### src/rtl/epl_pkg.sv
// Shared types and constants for the encoder position limiter.
package epl_pkg;

  localparam int LED_COUNT_DEF = 16;
  localparam int SCALE_MAX     = 9;
  localparam int POS_W         = 15;
  localparam int CFG_IDX_W     = 2;
  localparam int CFG_DATA_W    = 4;

  localparam logic [POS_W-1:0] TOP_CAP = 15'd32764;

  typedef logic [1:0] stop_t;
  localparam stop_t STOP_NONE   = 2'd0;
  localparam stop_t STOP_TOP    = 2'd1;
  localparam stop_t STOP_BOTTOM = 2'd2;

  localparam logic FUNC_SAMPLE  = 1'b0;
  localparam logic FUNC_RESTART = 1'b1;

  localparam logic [CFG_IDX_W-1:0] CFG_LIMIT_ENABLE = 2'd0;
  localparam logic [CFG_IDX_W-1:0] CFG_RANGE_SCALE  = 2'd1;

  typedef struct packed {
    logic [POS_W-1:0] position;
    stop_t            stop;
  } epl_state_t;

  typedef struct packed {
    logic        draw_valid;
    logic [3:0]  led_index;
    logic        counter_write;
    logic [14:0] counter_load;
    logic [12:0] detent_position;
  } epl_result_t;

endpackage

### src/rtl/epl_step.sv
// Per-item update of position and stop state, with the result fields.
module epl_step #(
  parameter int LED_COUNT = epl_pkg::LED_COUNT_DEF
) (
  input  logic                 func,
  input  logic [15:0]          counter_value,
  input  logic                 counting_down,
  input  logic                 limit_enable,
  input  logic [3:0]           range_scale,
  input  epl_pkg::epl_state_t  state,
  output epl_pkg::epl_state_t  state_next,
  output epl_pkg::epl_result_t result
);
  import epl_pkg::*;

  // wide enough for LED_COUNT shifted by the largest scale
  localparam int TW = $clog2(LED_COUNT + 1) + 2 + SCALE_MAX;
  localparam int CW = (TW > 16) ? TW : 16;

  logic [CW-1:0]    full;
  logic [CW-1:0]    top_raw;
  logic [POS_W-1:0] top;
  logic [4:0]       shamt;
  logic [POS_W-1:0] pos_shift;
  logic             draw;
  logic             wr;
  logic [POS_W-1:0] load;

  assign shamt   = 5'(range_scale) + 5'd2;
  assign full    = CW'(LED_COUNT) << shamt;
  assign top_raw = full - CW'(4);
  assign top     = (top_raw > CW'(TOP_CAP)) ? TOP_CAP : top_raw[POS_W-1:0];

  always_comb begin
    state_next = state;
    draw       = 1'b0;
    wr         = 1'b0;
    load       = '0;
    if (func == FUNC_RESTART) begin
      state_next.position = '0;
      draw = 1'b1;
      wr   = 1'b1;
    end else if (counter_value == {1'b0, state.position} || counter_value[1:0] != 2'd0) begin
      // ignored sample
    end else if (limit_enable && state.stop == STOP_BOTTOM) begin
      if (!counting_down) begin
        state_next.stop     = STOP_NONE;
        state_next.position = '0;
        draw = 1'b1;
        wr   = 1'b1;
      end
    end else if (limit_enable && state.stop == STOP_TOP) begin
      if (counting_down) begin
        state_next.stop     = STOP_NONE;
        state_next.position = top;
        draw = 1'b1;
        wr   = 1'b1;
        load = top;
      end
    end else if (counter_value > {1'b0, top}) begin
      draw = 1'b1;
      if (limit_enable && state.stop == STOP_NONE) begin
        state_next.position = counting_down ? '0 : top;
        state_next.stop     = counting_down ? STOP_BOTTOM : STOP_TOP;
      end else begin
        state_next.position = counting_down ? top : '0;
        wr   = 1'b1;
        load = counting_down ? top : '0;
      end
    end else begin
      state_next.position = counter_value[POS_W-1:0];
      draw = 1'b1;
    end
  end

  assign pos_shift = state_next.position >> shamt;

  always_comb begin
    result.draw_valid      = draw;
    result.led_index       = draw ? pos_shift[3:0] : 4'd0;
    result.counter_write   = wr;
    result.counter_load    = load;
    result.detent_position = state_next.position[POS_W-1:2];
  end

endmodule

### src/rtl/encoder_position_limiter.sv
// Encoder position limiter top level: input register, update logic, result register.
//
// Usage:
//   Input channel (in_valid / in_stall): one item per accepted edge, either a
//   counter sample (func = 0) with its count-down flag, or a restart (func = 1).
//   Output channel (out_valid / out_stall): exactly one result item per input
//   item, in order: draw flag and LED index, counter write-back flag and value,
//   and the stored position in detents.
//   Config channel (cfg_valid / cfg_ready): index 0 limit_enable, index 1
//   range_scale (values above 9 store 9); other indexes are dropped. cfg_ready
//   is always high. Write only while no item is in flight, then send a restart.
// Timing:
//   An item accepted into the input register moves on into the result register
//   once that register is free. One item per cycle is sustained while out_stall
//   is low; the position update is a single compare/select pass.
// Reset (rst, synchronous): clears position, stop state, config and both
//   valid flags.
// Stall: a stalled result holds; the input register still takes one item, and
//   in_stall rises only while the input register is full and the result stalls.
module encoder_position_limiter #(
  parameter int LED_COUNT = epl_pkg::LED_COUNT_DEF
) (
  input  logic                            clk,
  input  logic                            rst,
  // input items
  input  logic                            in_valid,
  output logic                            in_stall,
  input  logic                            func,
  input  logic [15:0]                     counter_value,
  input  logic                            counting_down,
  // result items
  output logic                            out_valid,
  input  logic                            out_stall,
  output logic                            draw_valid,
  output logic [3:0]                      led_index,
  output logic                            counter_write,
  output logic [14:0]                     counter_load,
  output logic [12:0]                     detent_position,
  // register writes
  input  logic                            cfg_valid,
  output logic                            cfg_ready,
  input  logic [epl_pkg::CFG_IDX_W-1:0]   cfg_index,
  input  logic [epl_pkg::CFG_DATA_W-1:0]  cfg_data
);
  import epl_pkg::*;

  // config registers
  logic       limit_enable;
  logic [3:0] range_scale;

  // input register
  logic        in_full;
  logic        s1_func;
  logic [15:0] s1_value;
  logic        s1_down;

  // knob state, committed as an item moves into the result register
  epl_state_t  state;
  epl_state_t  state_next;

  epl_result_t res;
  epl_result_t res_next;

  logic in_accept;
  logic advance;

  assign cfg_ready = 1'b1;

  // result register frees up when empty or being taken this cycle
  assign advance   = in_full && !(out_valid && out_stall);
  assign in_stall  = in_full && out_valid && out_stall;
  assign in_accept = in_valid && !in_stall;

  always_ff @(posedge clk) begin
    if (rst) begin
      limit_enable <= 1'b0;
      range_scale  <= 4'd0;
    end else if (cfg_valid) begin
      case (cfg_index)
        CFG_LIMIT_ENABLE: limit_enable <= cfg_data[0];
        CFG_RANGE_SCALE: begin
          range_scale <= (cfg_data > CFG_DATA_W'(SCALE_MAX)) ? 4'(SCALE_MAX)
                                                            : cfg_data[3:0];
        end
        default: ;
      endcase
    end
  end

  epl_step #(
    .LED_COUNT(LED_COUNT)
  ) u_step (
    .func          (s1_func),
    .counter_value (s1_value),
    .counting_down (s1_down),
    .limit_enable  (limit_enable),
    .range_scale   (range_scale),
    .state         (state),
    .state_next    (state_next),
    .result        (res_next)
  );

  always_ff @(posedge clk) begin
    if (rst) begin
      in_full        <= 1'b0;
      out_valid      <= 1'b0;
      state.position <= '0;
      state.stop     <= STOP_NONE;
    end else begin
      in_full <= in_accept || (in_full && !advance);
      if (advance) begin
        state     <= state_next;
        out_valid <= 1'b1;
      end else if (!out_stall) begin
        out_valid <= 1'b0;
      end
    end
  end

  // payload registers
  always_ff @(posedge clk) begin
    if (in_accept) begin
      s1_func  <= func;
      s1_value <= counter_value;
      s1_down  <= counting_down;
    end
    if (advance) begin
      res <= res_next;
    end
  end

  assign draw_valid      = res.draw_valid;
  assign led_index       = res.led_index;
  assign counter_write   = res.counter_write;
  assign counter_load    = res.counter_load;
  assign detent_position = res.detent_position;

  // the block never creates the unused stop code
  a_stop_code: assert property (@(posedge clk) disable iff (rst)
    state.stop != 2'd3)
    else $error("stop state holds the unused code");

  // position always sits on a detent boundary
  a_pos_aligned: assert property (@(posedge clk) disable iff (rst)
    state.position[1:0] == 2'd0)
    else $error("position not a multiple of four");

  a_scale_sat: assert property (@(posedge clk) disable iff (rst)
    range_scale <= 4'(SCALE_MAX))
    else $error("range_scale above saturation");

  // write-back value and LED index are zero when their flags are clear
  a_zero_fields: assert property (@(posedge clk) disable iff (rst)
    out_valid |-> ((counter_write || counter_load == '0) &&
                   (draw_valid || led_index == '0)))
    else $error("result field set without its flag");

  // a new result only appears when the input register held an item
  a_out_source: assert property (@(posedge clk) disable iff (rst)
    $rose(out_valid) |-> $past(in_full))
    else $error("result without a pending item");

endmodule
### config.mk
export PLATFORM = sky130hd
export DESIGN_NAME = encoder_position_limiter
export DESIGN_NICKNAME = d
export VERILOG_FILES = /design/src/rtl/epl_pkg.sv /design/src/rtl/epl_step.sv /design/src/rtl/encoder_position_limiter.sv
export SDC_FILE = /design/constraint.sdc
export NUM_CORES = 1
export LEC_CHECK = 0
export BUFFER_PORTS_ARGS = -buffer_cell sky130_fd_sc_hd__buf_2
export CORE_ASPECT_RATIO = 1.25
export CORE_UTILIZATION = 50
export DETAILED_ROUTE_END_ITERATION = 7
export PLACE_DENSITY_LB_ADDON = 0.12
export SETUP_SLACK_MARGIN = 0.2
export SYNTH_ARGS = -nofsm -noshare
export SYNTH_HDL_FRONTEND = slang
export SYNTH_SLANG_ARGS = --single-unit
### constraint.sdc
create_clock -name clk -period 10.9 [get_ports clk]
set_clock_uncertainty 0.2 [all_clocks]
set_input_delay 2.18 -clock clk [delete_from_list [all_inputs] [get_ports clk]]
set_output_delay 2.18 -clock clk [all_outputs]
set_load 0.005 [all_outputs]
After elaboration in Yosys (flattened, before gate mapping)
Index checks and enable logic that the tools add are counted.

operators by class
  equal/unequal tests = 7
  shift-type cells = 2
  add/sub/neg operators = 2
  muxes and demuxes = 31
  bitwise logic cells = 2
  magnitude comparators = 3
  reductions and logical operators = 23

operator list
  kind                                                                                number
  15-bit 2-to-1 mux                                                                   9
  17-bit 2-to-1 mux                                                                   5
  16-bit by 15-bit equality test with 1-bit output                                    1
  16-bit by 15-bit greater-than comparator with 1-bit output                          1
  16-bit by 15-bit greater-than comparator with 1-bit output (second input constant)  1
  5-bit by 5-bit << shifter with 16-bit output (first input constant)                 1
  16-bit by 3-bit subtractor with 16-bit output (second input constant)               1
  15-bit by 5-bit right shift with 4-bit output                                       1
  1-bit 2-to-1 mux                                                                    13
  1-bit logical AND                                                                   9
  7-bit AND reduction                                                                 1
  2-bit 2-to-1 mux                                                                    3
  3-bit nonzero test                                                                  2
  4-bit by 2-bit adder with 5-bit output (second input constant)                      1
  2-bit by 1-bit equality test with 1-bit output (second input constant)              2
  4-bit greater-than comparator (second input constant)                               1
  2-bit logical NOT                                                                   2
  4-bit 2-to-1 mux                                                                    1
  2-bit AND reduction                                                                 2
  1-bit logical NOT                                                                   3
  3-bit by 2-bit != test with 1-bit output (second input constant)                    1
  3-bit OR reduction                                                                  1
  2-bit equality test (second input constant)                                         1
  1-bit logical OR                                                                    2
  other kinds (4)                                                                     5

storage, ports and cells
  flip-flop bits (word level) = 76
  logic and storage cells = 84
  input port bits = 29
  output and inout port bits = 37

Logic depth before layout (Yosys ltp)
  depth after elaboration = 13
  mapped depth = 24
  mapped depth without buffers = 21

By module
A second synthesis with hierarchy kept.

unflattened totals
  cell total of the unflattened synthesis = 527
  area total of the unflattened synthesis = 5108.6 um2

modules (own cells, without submodules)
  module                    cells an instance  times used  area an instance (um2)
  encoder_position_limiter  160                1           2673.8
  epl_step                  367                1           2434.8

Worst setup path before layout
No wires, ideal clock.

  kind = register -> register
  from = register range_scale[1]
  to = register res, in the netlist led_index[3] (data pin)
  data required time = 10.444 ns
  arrival = 4.494 ns
  buffers on the path = 2
  stages on the path, launching flop included = 22
  path slack = 5.950 ns
  path through = dfxtp_1 > ha_1 > buf_2 > nor2_1 > a21oi_2 > nor2_1 > nand3_1 > ha_1 > clkbuf_2 > mux2i_1 > o311ai_1 > ha_1 > nand4b_4 > nor3_2 > a211oi_2 > nand2_1 > or3_1 > a32o_2 > and2_4 > a2111oi_2 > a21oi_1 > o211a_1

RTL lines
  item                      line                             source
  start: declaration        encoder_position_limiter.sv:49   logic [3:0] range_scale;
  start signal: assignment  encoder_position_limiter.sv:82   range_scale <= (cfg_data > CFG_DATA_W'(SCALE_MAX)) ? 4'(SCALE_MAX)
  end signal: assignment    encoder_position_limiter.sv:128  res <= res_next;
  end: declaration          encoder_position_limiter.sv:61   epl_result_t res;

==> impl_metrics.toml <==
[status]
outcome = "finished, final reports clean"

[setup_path]
start_kind = "register"
r2r-end = "led_index[1]"
reg2reg_depth = 21
critPathRequiredTime_ns = 10.78
cp.arrival_ns = 6.59
r2r-start = "range_scale[2]"
r2r_slack_ns = 4.19
endpoint_kind = "register"
crit_type = "register to register"
critical_path.max_fanout = 25

[route]
wl_met3_um = 936
drt-met1-wl_um = 5690
viasPerCell = 6.29
drc = 0
drt-total-wl_um = 14100
postRouteAntennaNets = 0
drt_pass1_iterations = 5
dr_total_vias = 4385
top_layer = "met4"
met2_length_um = 6720
drt_iter0_markers = 354
wl_per_cell_um = 20.2

[worst_hold_path]
hold_path_class = "register to register"
whs_path_depth = 1
holdPathEnd = "state[3]"
hold_start = "state[3]"

[clocking]
cts_buffers = 9
cts_hold_buf = 0
cts_tree = "built"
clock_latency_ns = 0.35
cts_root_buf = "clkbuf_16"
cts_max_level = 3
clk_pin_slew_ns = 0.06
cts_setup_buffers = 0
clockBufferDepth = 2
cts-resized-gates = 0
cts_num_sinks = 73

[power_and_ir_drop]
clkPwrFrac_pct = 39.2
p_int_uw = 498
switching_power_uw = 191
total_power_uw = 690
ir_drop_uv = 96.1
p_per_area_nw_per_um2 = 129
leakagePower_nw = 2.09
comb_power_share_pct = 13.6
p_seq_share_pct = 47.2
switching_share_pct = 27.7

[die]
io_pins = 66
core_area_um2 = 9170
die_w_um = 89.2
rows = 39
floorplan.initialDensity_pct = 51.7
dieArea_um2 = 9890
die_h_um = 111

[global_route]
grt_max_degree = 35
grt_pass1_wl_um = 22000
track_usage_pct = 30.3
grt_pass1_vias = 4042
grt_overflow = 0
antenna_found_initial = 0

[yosys]
ys.flop_type = "edfxtp_1"
synth.area.top_cells = "edfxtp_1, dfxtp_1, nor2_1"
synth-edff-count = 49
ys_ff_latch = 73
synth_seq_area_share_pct = 41.1
yosysTopAreaCell = "edfxtp_1"
async_flop_share_pct = 0
yosys.cell_types.count = 81
synthCells = 523
synth_most_common_cell = "nor2_1"
netlist_area_um2 = 4750
synth_top_area_share_pct = 31.0
synthTopCellsByCount = "nor2_1, edfxtp_1, nand2_1, a21oi_1, dfxtp_1"
syn_area_per_cell_um2 = 9.08
ys.warnings.count = 0

[timing]
tightest_slew_ns = 1.11
max_freq_ghz = 0.149
setup-tns-final_ns = 0
setup_ws_ns = 4.19
fin_crit_ns = 6.71
slew_violations = 0
hold_violations = 0
holdWs_ns = 0.285
min_period_over_period_pct = 61.6
rsz0062_at_grt = "no"
setup_viol = 0
slew_headroom_pct = 26.2

[cells_and_area]
final_nets = 612
antenna_cells = 0
layout-drive-gt1-share_pct = 17.4
fin_util_pct = 58.3
syn_to_final_growth_pct = 12.6

[place]
io_buffers = 62
dp_hpwl_um = 10300
gp_congestion = 0.954
dp_slack_ns = 4.26

[flow_run]
drv_cap = 0
cells in the final DEF, fill, tap and decap left out, types with 3 or more instances in the layout:
cell,instances
o21ai_0,13
a2111oi_0,3
nor2b_1,8
xor2_1,15
ha_1,14
conb_1,3
nand2b_1,7
a211oi_1,15
mux2i_1,10
a311oi_1,4
buf_2,62
nand3_1,14
inv_1,18
clkbuf_16,9
clkinv_1,3
or3_1,4
and3_1,3
xnor2_1,3
edfxtp_1,49
nor2_1,72
nand2_1,47
buf_4,4
a221oi_1,6
a31oi_1,6
nand4_1,5
nor3b_1,4
dfxtp_1,24
o21a_1,4
and2_1,9
nor4_1,5
a21o_1,8
a21oi_1,40
nor3_1,17
o211ai_1,6
logic make-up after synthesis:
group | share of synthesized area, %
xor+xnor | 3.32
other cells | 0.158
fa+ha+maj | 3.69
compound gates | 22.2
mux | 2.35
flops | 41.1
simple gates | 22.1
buf+inv | 5.11
final cells by class:
type,instances,area [um^2]
tap,123,154
multi-input combinational,398,2560
inverter,21,78.8
timing repair buffer,66,340
sequential,73,1950
fill,863,3830
clock buffer,11,233
clock inverter,5,32.5
metal layers:
layer	vias to the layer above	track usage [%]
met5	-	0
met1	2080	38.2
li1	2027	-
met4	0	18.8
met2	227	48.1
met3	51	4.10
power by group through the flow:
stage / logic [mW] / registers, mW / clock network, mW
6_report: 0.0938 / 0.326 / 0.270
5_1_grt: 0.103 / 0.327 / 0.281
4_1_cts: 0.0932 / 0.325 / 0.273
3_5_place_dp: 0.0927 / 0.331 / 0
3_3_place_gp: 0.0924 / 0.331 / 0
2_1_floorplan: 0.0644 / 0.324 / 0
worst max-delay path by stage:
stage,startpoint,to,slack [ns]
6_report,range_scale[2],led_index[1],4.19
5_1_grt,range_scale[2],led_index[1],3.80
4_1_cts,range_scale[2],led_index[1],4.23
3_5_place_dp,range_scale[2],led_index[1],4.26
3_3_place_gp,range_scale[1],led_index[1],4.34
2_1_floorplan,range_scale[1],led_index[3],5.95
critical path, stage by stage, from the launching register on:
cell      delay, ns
dfxtp_1        0.86
ha_1           0.55
and2_1         0.25
a21oi_2        0.12
nor2_1         0.28
nand3_1        0.13
ha_1           0.35
inv_1          0.14
a21oi_1        0.06
o31ai_1        0.09
mux2i_1        0.54
ha_1           0.37
nand4b_4       0.13
nor3_2         0.07
a211oi_2       0.39
a21oi_1        0.38
or3_1          0.44
a32o_1         0.34
o221a_1        0.28
a211oi_1       0.20
o211a_1        0.20
o32ai_2        0.07
sequential cells by signal, summed over array words and instances, names as in the netlist:
signal,flops
counter_load,12
counter_write,1
detent_position,13
draw_valid,1
in_full,1
led_index,4
limit_enable,1
out_valid,1
range_scale,4
s1_down,1
s1_func,1
s1_value,16
state,17
per-stage QoR:
step           cells  instance area [um^2]
2_1_floorplan    524                  4750
3_3_place_gp     681                  5080
3_5_place_dp     681                  5080
4_1_cts          697                  5350
5_1_grt          697                  5350
6_report         697                  5350
Note: power is estimated with default switching activity, not from simulation.
